### config.mk
export PLATFORM = sky130hd
export DESIGN_NAME = analog_clock_face_pixel_classifier_unit
export DESIGN_NICKNAME = d
export VERILOG_FILES = /design/src/rtl/acfpc_pkg.sv /design/src/rtl/acfpc_time.sv /design/src/rtl/acfpc_classify.sv /design/src/rtl/analog_clock_face_pixel_classifier_unit.sv
export SDC_FILE = /design/constraint.sdc
export NUM_CORES = 2
export LEC_CHECK = 0
export ABC_AREA = 1
export BUFFER_PORTS_ARGS = -buffer_cell sky130_fd_sc_hd__buf_2
export CORE_MARGIN = 2
export CORE_UTILIZATION = 65
export CTS_CLUSTER_DIAMETER = 30
export DETAILED_ROUTE_END_ITERATION = 12
export PLACE_DENSITY = 0.82
export RECOVER_POWER = 50
export SLEW_MARGIN = 20
export SYNTH_ARGS = -nofsm -noshare
export SYNTH_HDL_FRONTEND = slang
export SYNTH_HIERARCHICAL = 1
export SYNTH_SLANG_ARGS = --single-unit
### constraint.sdc
create_clock -name i_clk -period 9.75 [get_ports i_clk]
set_input_delay 1.95 -clock i_clk [delete_from_list [all_inputs] [get_ports i_clk]]
set_output_delay 1.95 -clock i_clk [all_outputs]
set_load 0.05 [all_outputs]
### src/rtl/acfpc_pkg.sv
// ----------------------------------------------------------------------------
// acfpc_pkg: shared definitions for the clock face pixel classifier
// Beat kinds, color classes, field widths and the time keeper control bundle.
// ----------------------------------------------------------------------------
package acfpc_pkg;

    localparam int unsigned KIND_W  = 2;
    localparam int unsigned COORD_W = 6;
    localparam int unsigned HOUR_W  = 4;
    localparam int unsigned MS_W    = 6;
    localparam int unsigned LHOUR_W = 5;
    localparam int unsigned CLASS_W = 4;
    localparam int unsigned IN_W    = 2 * COORD_W + LHOUR_W + 2 * MS_W;
    localparam int unsigned IN_DATA_W  = 32;
    localparam int unsigned OUT_DATA_W = 8;

    localparam logic [KIND_W-1:0] KIND_PIXEL = 2'd0;
    localparam logic [KIND_W-1:0] KIND_TICK  = 2'd1;
    localparam logic [KIND_W-1:0] KIND_LOAD  = 2'd2;

    localparam logic [CLASS_W-1:0] CLS_RING       = 4'd0;
    localparam logic [CLASS_W-1:0] CLS_SHADOW     = 4'd1;
    localparam logic [CLASS_W-1:0] CLS_SECOND     = 4'd2;
    localparam logic [CLASS_W-1:0] CLS_MINUTE     = 4'd3;
    localparam logic [CLASS_W-1:0] CLS_HOUR       = 4'd4;
    localparam logic [CLASS_W-1:0] CLS_TICK       = 4'd5;
    localparam logic [CLASS_W-1:0] CLS_CENTER     = 4'd6;
    localparam logic [CLASS_W-1:0] CLS_FACE       = 4'd7;
    localparam logic [CLASS_W-1:0] CLS_BACKGROUND = 4'd8;

    // Hand slopes are signed Q5.16; vertical hands saturate.
    localparam logic signed [21:0] COT_SAT        = 22'sd2097151;
    localparam logic signed [21:0] COT_WIDE_LIMIT = 22'sd393216;

    typedef struct packed {
        logic tick;
        logic load;
    } t_time_ctl;

endpackage

### src/rtl/acfpc_time.sv
// ----------------------------------------------------------------------------
// acfpc_time: time of day keeper
// Holds hour, minute and second; advances by one second or loads a new time.
// ----------------------------------------------------------------------------
module acfpc_time
    import acfpc_pkg::*;
(
    input  logic              i_clk,
    input  logic              i_rst_n,
    input  t_time_ctl         i_ctl,
    input  logic [LHOUR_W-1:0] i_load_hour,
    input  logic [MS_W-1:0]   i_load_minute,
    input  logic [MS_W-1:0]   i_load_second,
    output logic [MS_W-1:0]   o_second,
    output logic [MS_W-1:0]   o_minute,
    output logic [HOUR_W-1:0] o_hour
);

    logic [MS_W-1:0]   r_sec, n_sec;
    logic [MS_W-1:0]   r_min, n_min;
    logic [HOUR_W-1:0] r_hour, n_hour;
    logic [LHOUR_W-1:0] hour_mod;

    always_comb begin
        if (i_load_hour >= 5'd24) begin
            hour_mod = i_load_hour - 5'd24;
        end else if (i_load_hour >= 5'd12) begin
            hour_mod = i_load_hour - 5'd12;
        end else begin
            hour_mod = i_load_hour;
        end
    end

    always_comb begin
        n_sec  = r_sec;
        n_min  = r_min;
        n_hour = r_hour;
        if (i_ctl.load) begin
            n_hour = hour_mod[HOUR_W-1:0];
            n_min  = (i_load_minute >= 6'd60) ? i_load_minute - 6'd60 : i_load_minute;
            n_sec  = (i_load_second >= 6'd60) ? i_load_second - 6'd60 : i_load_second;
        end else if (i_ctl.tick) begin
            if (r_sec >= 6'd59) begin
                n_sec = '0;
                if (r_min >= 6'd59) begin
                    n_min  = '0;
                    n_hour = (r_hour >= 4'd11) ? '0 : r_hour + 4'd1;
                end else begin
                    n_min = r_min + 6'd1;
                end
            end else begin
                n_sec = r_sec + 6'd1;
            end
        end
    end

    always_ff @(posedge i_clk) begin
        if (!i_rst_n) begin
            r_sec  <= '0;
            r_min  <= '0;
            r_hour <= '0;
        end else begin
            r_sec  <= n_sec;
            r_min  <= n_min;
            r_hour <= n_hour;
        end
    end

    assign o_second = r_sec;
    assign o_minute = r_min;
    assign o_hour   = r_hour;

    a_sec_wrap: assert property (@(posedge i_clk) disable iff (!i_rst_n)
        i_ctl.tick && !i_ctl.load && r_sec == 6'd59 |=> r_sec == 6'd0)
        else $error("second did not wrap");

    a_sec_step: assert property (@(posedge i_clk) disable iff (!i_rst_n)
        i_ctl.tick && !i_ctl.load && r_sec < 6'd59 |=>
        r_sec == $past(r_sec) + 6'd1 && $stable(r_min))
        else $error("second did not advance alone");

    a_min_carry: assert property (@(posedge i_clk) disable iff (!i_rst_n)
        i_ctl.tick && !i_ctl.load && r_sec == 6'd59 && r_min < 6'd59 |=>
        r_min == $past(r_min) + 6'd1 && $stable(r_hour))
        else $error("minute carry wrong");

endmodule

### src/rtl/acfpc_classify.sv
// ----------------------------------------------------------------------------
// acfpc_classify: pixel classifier
// Tests one pixel against ring, shadow, hands, ticks, center and face.
// ----------------------------------------------------------------------------
module acfpc_classify
    import acfpc_pkg::*;
(
    input  logic signed [COORD_W-1:0] i_x,
    input  logic signed [COORD_W-1:0] i_y,
    input  logic [MS_W-1:0]           i_second,
    input  logic [MS_W-1:0]           i_minute,
    input  logic [HOUR_W-1:0]         i_hour,
    output logic [CLASS_W-1:0]        o_class
);

    function automatic logic signed [21:0] cot_lookup(input logic [5:0] k);
        logic [5:0] j;
        logic signed [21:0] v;
        j = (k >= 6'd30) ? k - 6'd30 : k;
        case (j)
            6'd0:  v = (k >= 6'd30) ? -COT_SAT : COT_SAT;
            6'd1:  v = 22'sd623533;
            6'd2:  v = 22'sd308323;
            6'd3:  v = 22'sd201699;
            6'd4:  v = 22'sd147196;
            6'd5:  v = 22'sd113512;
            6'd6:  v = 22'sd90203;
            6'd7:  v = 22'sd72785;
            6'd8:  v = 22'sd59009;
            6'd9:  v = 22'sd47615;
            6'd10: v = 22'sd37837;
            6'd11: v = 22'sd29179;
            6'd12: v = 22'sd21294;
            6'd13: v = 22'sd13930;
            6'd14: v = 22'sd6888;
            6'd15: v = 22'sd0;
            6'd16: v = -22'sd6888;
            6'd17: v = -22'sd13930;
            6'd18: v = -22'sd21294;
            6'd19: v = -22'sd29179;
            6'd20: v = -22'sd37837;
            6'd21: v = -22'sd47615;
            6'd22: v = -22'sd59009;
            6'd23: v = -22'sd72785;
            6'd24: v = -22'sd90203;
            6'd25: v = -22'sd113512;
            6'd26: v = -22'sd147196;
            6'd27: v = -22'sd201699;
            6'd28: v = -22'sd308323;
            6'd29: v = -22'sd623533;
            default: v = 22'sd0;
        endcase
        return v;
    endfunction

    function automatic logic on_band(input logic signed [21:0] slope,
                                     input logic [3:0] w,
                                     input logic signed [COORD_W-1:0] x,
                                     input logic signed [COORD_W-1:0] y);
        logic signed [28:0] p;
        logic signed [7:0]  ylo;
        logic signed [7:0]  yhi;
        logic signed [28:0] lo;
        logic signed [28:0] hi;
        p   = slope * x;
        ylo = 8'(y) - 8'({4'b0, w});
        yhi = 8'(y) + 8'({4'b0, w});
        lo  = {{5{ylo[7]}}, ylo, 16'b0};
        hi  = {{5{yhi[7]}}, yhi, 16'b0};
        return (p > lo) && (p < hi);
    endfunction

    function automatic logic hand_hit(input logic [5:0] k,
                                      input logic signed [13:0] r2,
                                      input logic signed [13:0] d,
                                      input logic signed [COORD_W-1:0] x,
                                      input logic signed [COORD_W-1:0] y);
        logic signed [21:0] t;
        logic [3:0] w;
        logic band;
        logic hit;
        t    = cot_lookup(k);
        w    = (t >= COT_WIDE_LIMIT || t <= -COT_WIDE_LIMIT) ? 4'd10 : 4'd1;
        band = on_band(t, w, x, y);
        hit  = (band && x > 0 && k < 6'd30) || (band && x < 0 && k > 6'd30) ||
               (x == 0 && y > 0 && k == 6'd0) || (x == 0 && y < 0 && k == 6'd30);
        return (d <= r2) && hit;
    endfunction

    logic signed [6:0]  xm;
    logic signed [6:0]  yp;
    logic signed [13:0] xsq, ysq, xmsq, ypsq;
    logic signed [13:0] d, ds;
    logic [5:0]         hour_pos;
    logic               tick_ring, tick_band;

    assign xm   = 7'(i_x) - 7'sd1;
    assign yp   = 7'(i_y) + 7'sd1;
    assign xsq  = i_x * i_x;
    assign ysq  = i_y * i_y;
    assign xmsq = xm * xm;
    assign ypsq = yp * yp;
    assign d    = xsq + ysq;
    assign ds   = xmsq + ypsq;
    assign hour_pos  = {i_hour, 2'b00} + {2'b00, i_hour};
    assign tick_ring = (d >= 14'sd520) && (d <= 14'sd600);
    assign tick_band = on_band(cot_lookup(6'd25), 4'd1, i_x, i_y) ||
                       on_band(cot_lookup(6'd20), 4'd1, i_x, i_y) ||
                       on_band(cot_lookup(6'd10), 4'd1, i_x, i_y) ||
                       on_band(cot_lookup(6'd5), 4'd1, i_x, i_y);

    always_comb begin
        if (d >= 14'sd600 && d <= 14'sd700) begin
            o_class = CLS_RING;
        end else if (ds >= 14'sd600 && ds <= 14'sd700) begin
            o_class = CLS_SHADOW;
        end else if (hand_hit(i_second, 14'sd400, d, i_x, i_y)) begin
            o_class = CLS_SECOND;
        end else if (hand_hit(i_minute, 14'sd300, d, i_x, i_y)) begin
            o_class = CLS_MINUTE;
        end else if (hand_hit(hour_pos, 14'sd200, d, i_x, i_y)) begin
            o_class = CLS_HOUR;
        end else if (tick_ring && (((i_x == 0) != (i_y == 0)) || tick_band)) begin
            o_class = CLS_TICK;
        end else if (i_x == 0 && i_y == 0) begin
            o_class = CLS_CENTER;
        end else if (d <= 14'sd600) begin
            o_class = CLS_FACE;
        end else begin
            o_class = CLS_BACKGROUND;
        end
    end

endmodule

### src/rtl/analog_clock_face_pixel_classifier_unit.sv
// ----------------------------------------------------------------------------
// analog_clock_face_pixel_classifier_unit: clock face pixel classifier
// Keeps a 12-hour time and returns the color class of each queried pixel.
//
// Channel   Dir  Beat contents
// s_axis    in   tuser: kind; tdata: px, py, load_hour, load_minute, load_second
// m_axis    out  tdata: color_class (one beat per pixel query only)
//
// One beat enters per cycle unless a pixel query waits on a stalled result;
// a pixel query's result passes one input register and one result register.
// Tick and load beats update the time as they leave the input register.
// Reset clears the time to 00:00:00 and empties both registers.
// A stalled result holds a pixel query and every beat behind it; other beats flow.
// ----------------------------------------------------------------------------
module analog_clock_face_pixel_classifier_unit
    import acfpc_pkg::*;
(
    input  logic                  i_clk,
    input  logic                  i_rst_n,
    input  logic                  i_s_axis_tvalid,
    output logic                  o_s_axis_tready,
    // px, py, load_hour, load_minute, load_second, zero fill
    input  logic [IN_DATA_W-1:0]  i_s_axis_tdata,
    // kind
    input  logic [KIND_W-1:0]     i_s_axis_tuser,
    output logic                  o_m_axis_tvalid,
    input  logic                  i_m_axis_tready,
    // color_class, zero fill
    output logic [OUT_DATA_W-1:0] o_m_axis_tdata
);

    logic                 r_in_valid;
    logic [KIND_W-1:0]    r_in_kind;
    logic [IN_W-1:0]      r_in_data;
    logic                 r_out_valid;
    logic [CLASS_W-1:0]   r_out_class;
    logic                 advance;
    t_time_ctl            time_ctl;
    logic [MS_W-1:0]      cur_sec, cur_min;
    logic [HOUR_W-1:0]    cur_hour;
    logic [CLASS_W-1:0]   pix_class;

    assign advance = r_in_valid &&
                     (r_in_kind != KIND_PIXEL || !r_out_valid || i_m_axis_tready);
    assign o_s_axis_tready = !r_in_valid || advance;

    always_comb begin
        time_ctl = '0;
        case (r_in_kind)
            KIND_TICK: time_ctl.tick = advance;
            KIND_LOAD: time_ctl.load = advance;
            default:   time_ctl = '0;
        endcase
    end

    acfpc_time u_time (
        .i_clk         (i_clk),
        .i_rst_n       (i_rst_n),
        .i_ctl         (time_ctl),
        .i_load_hour   (r_in_data[16:12]),
        .i_load_minute (r_in_data[22:17]),
        .i_load_second (r_in_data[28:23]),
        .o_second      (cur_sec),
        .o_minute      (cur_min),
        .o_hour        (cur_hour)
    );

    acfpc_classify u_classify (
        .i_x      (signed'(r_in_data[5:0])),
        .i_y      (signed'(r_in_data[11:6])),
        .i_second (cur_sec),
        .i_minute (cur_min),
        .i_hour   (cur_hour),
        .o_class  (pix_class)
    );

    always_ff @(posedge i_clk) begin
        if (!i_rst_n) begin
            r_in_valid  <= 1'b0;
            r_out_valid <= 1'b0;
        end else begin
            if (o_s_axis_tready) begin
                r_in_valid <= i_s_axis_tvalid;
            end
            if (advance && r_in_kind == KIND_PIXEL) begin
                r_out_valid <= 1'b1;
            end else if (i_m_axis_tready) begin
                r_out_valid <= 1'b0;
            end
        end
    end

    always_ff @(posedge i_clk) begin
        if (i_s_axis_tvalid && o_s_axis_tready) begin
            r_in_kind <= i_s_axis_tuser;
            r_in_data <= i_s_axis_tdata[IN_W-1:0];
        end
        if (advance && r_in_kind == KIND_PIXEL) begin
            r_out_class <= pix_class;
        end
    end

    assign o_m_axis_tvalid = r_out_valid;
    assign o_m_axis_tdata  = {{(OUT_DATA_W - CLASS_W){1'b0}}, r_out_class};

endmodule

==> key figures <==
Layout
  – Commonest non-fill, non-tap cell in the layout: inv_1
  – Area delta synth->final: 7.08%
  – Commonest non-fill, non-tap cells in the layout: inv_1, nand2_1, ha_1
  – Multi-input gate area in the final layout: 28800 µm²
  – Finished Cell Area: 36100 µm²
  – Fin nets: 5711
  – Final core occ: 0.704
  – Fillers: 4279
  – Fin cells: 5304
  – Reg area: 1420 µm²
  – Ratio of cells with drive above 1 in the final layout: 0.0835

Power and ir drop
  – PwrDens: 340 nW/µm²
  – Power Total: 0.0123 W
  – Peak VDD IR: 0.359 mV
  – Sequential share of power: 0.028
  – P_int: 0.00520 W
  – Lkg Pwr: 20.3 nW
  – Switch share: 0.577
  – Clock Power Share: 0.016
  – Switch Pwr: 0.00710 W
  – Combinational cell fraction of total power: 0.956

Critical path
  – Data required, critical path: 9830 ps
  – Element type at the critical path end: register
  – Worst-path fanout max: 11
  – Crit path largest cell delay: 540 ps
  – CP arrival: 9250 ps
  – Crit path max-delay cell type: fa_1
  – Crit Path Class: register to register
  – Most numerous cell on the critical path: nand2_1
  – Worst Setup Start Kind: register

Die
  – Core area: 51300 µm²
  – Die W: 232 µm
  – I/O pin count: 48
  – Die Height: 232 µm
  – Effective utilization at floorplan: 0.657
  – Die Footprint: 53700 µm²
  – FP Rows: 83

Place
  – DP Wirelength: 75.8 mm
  – Dpl cells: 5282
  – Dpl cell area: 35500 µm²
  – Final GP Congestion: 1.00
  – Port-buffer cells: 40

Timing
  – Max Freq: 109 MHz
  – Max_slew headroom: 0.343
  – Unrepaired setup endpoints after global routing: yes
  – Worst-Margin Slew: 985 ps
  – Final setup viols: 0
  – Final hold violation count: 0
  – Tmin final: 9170 ps
  – Max Clock Skew: 13.3 ps
  – Final Cycle Share: 0.940
  – Slew Limit Fails: 0

Routing
  – Vias: 30165
  – Final ANT Viol Nets: 0
  – Final WL: 89.5 mm
  – Drt first-iter violations: 2296
  – DR pass1 iterations: 8
  – DRC errors left: 0
  – Vias/cell: 5.69
  – DR WL/cell: 16.9 µm

Synthesis
  – Register area share after synthesis: 0.0419
  – #FFs+latches synth: 53
  – Syn avg cell area: 7.51 µm²
  – Synth Flop Type: edfxtp_1
  – Synth Instances: 4493
  – Post-Syn Area: 33700 µm²
  – Yosys warns: 6
  – Yosys cell types: 69
  – Top-area cell type share of the netlist area: 0.281
  – Synth area leaders: fa_1, ha_1, inv_1
  – Asr flop ratio synth: 0
  – Post-synth top area cell: fa_1
  – Number of synthesized flops with an enable pin: 35

Min path
  – Hold Crit Class: register to register

Global routing
  – Global-route wire length before repair: 147 mm
  – Gr ovfl total: 0
  – Largest net degree at the start of global routing: 42
  – Initial antenna violation count: 2
  – Total track usage: 0.338
  – Number of global-route vias before repair: 30384

Clock tree
  – Sink Count: 53
  – Clock transition at path regs: 80 ps
  – Clk_lat worst skew: 330 ps
  – CTS Hold Bufs: 0
  – Clk root buf: clkbuf_16
  – H-Tree Depth: 2
  – Clk buf depth: 2
  – CTS buffer count: 5
  – CTS tree: yes

Outcome
  – Status: finished clean

Flow run
  – Max_cap viols: 0
## power groups by stage
stage	clock network, W	logic (W)	registers (W)
floorplan	0	0.00888	0.000362
global placement	0	0.0110	0.000344
detailed placement	0	0.0114	0.000344
CTS	0.000205	0.0115	0.000340
global route	0.000212	0.0135	0.000341
finish	0.000202	0.0118	0.000342
## cell usage after synthesis, drive strengths merged, types with 2 or more instances
| cell type | count |
|---|---|
| inv | 942 |
| nand2 | 831 |
| ha | 578 |
| nor2 | 483 |
| fa | 474 |
| a21oi | 226 |
| nand3 | 205 |
| xor2 | 130 |
| o21ai | 114 |
| nor3 | 81 |
| xnor2 | 73 |
| nand4 | 56 |
| clkbuf | 52 |
| nor4 | 36 |
| edfxtp | 35 |
| or2 | 19 |
| dfxtp | 18 |
| buf | 17 |
| a31oi | 16 |
| a21o | 15 |
| o21bai | 13 |
| a211oi | 8 |
| o211ai | 7 |
| o31ai | 7 |
| and3 | 5 |
| nand3b | 5 |
| nor3b | 5 |
| o2111ai | 5 |
| a21boi | 4 |
| a22oi | 4 |
| and2 | 4 |
| o221ai | 4 |
| clkinv | 3 |
| o21a | 3 |
| o211a | 2 |
| o22ai | 2 |
## final cells by class
type / instances / share of cell area
flip-flops and latches: 53 / 0.0393
clock buffers: 5 / 0.00347
diodes: 2 / 0.000139
inverters: 945 / 0.0983
well taps: 680 / 0.0236
repair buffers: 187 / 0.0364
multi-input cells: 3429 / 0.798
clock inverters: 3 / 0.000693
## through the flow
stage                     setup TNS, ps  hold WS (ps)  setup WS [ps]
final                                 0           550            581
after global routing               -133           572          -89.4
after CTS                             0           547           70.7
after detailed placement              0           530           25.4
after global placement                0           519            199
after floorplan                       0           507           1250
## sequential cells by signal (all words and copies together) (netlist names)
name,cells
u_time/o_second,6
r_in_data,29
r_out_class,4
r_in_kind,2
u_time/o_hour,4
r_in_valid,1
u_time/o_minute,6
o_m_axis_tvalid,1
## worst max-delay path, delay by kind of cell, from the launching register on
family                   cells  cell delay (ps)
AND/OR/NAND/NOR             29             3730
flip-flops                   1              360
buffers and inverters        9              760
AO/OA/AOI/OAI                7              910
adder cells (fa/ha/maj)      6             2720
XOR/XNOR                     2              430
## metal layers
| metal | track usage | up-vias | part of all wire |
|---|---|---|---|
| met5 | 0 | - | 0 |
| met4 | 0.109 | 0 | 0.035 |
| met3 | 0.0339 | 222 | 0.070 |
| met2 | 0.574 | 1111 | 0.48 |
| met1 | 0.455 | 14442 | 0.42 |
| li1 | - | 14390 | - |
## worst paths after layout
check / start / to / slack, ps / depth (start not counted)
min: r_in_data[18]$_DFFE_PP_ / u_time/o_minute[1]$_SDFFE_PN0P_ / 550 / 2
max reg2reg: u_time/o_second[1]$_SDFFE_PN0P_ / r_out_class[1]$_DFFE_PP_ / 580 / 53
max: u_time/o_second[1]$_SDFFE_PN0P_ / r_out_class[1]$_DFFE_PP_ / 580 / 53
min reg2reg: r_in_data[18]$_DFFE_PP_ / u_time/o_minute[1]$_SDFFE_PN0P_ / 550 / 2
## cell families after synthesis
family | share of synthesized area
AND/OR/NAND/NOR | 0.221
adder cells (fa/ha/maj) | 0.496
buffers and inverters | 0.114
AO/OA/AOI/OAI | 0.0740
XOR/XNOR | 0.0532
flip-flops | 0.0419
other | 0.000111
## what timing repair did
| action | in CTS | in global routing |
|---|---|---|
| setup endpoints to repair | 1 | 3 |
| buffers inserted | 0 | 12 |
| hold endpoints to repair | 0 | 0 |
| pin swaps | 0 | 24 |
| resized for setup | 1 | 96 |
Note: power is estimated with default switching activity, not from simulation.
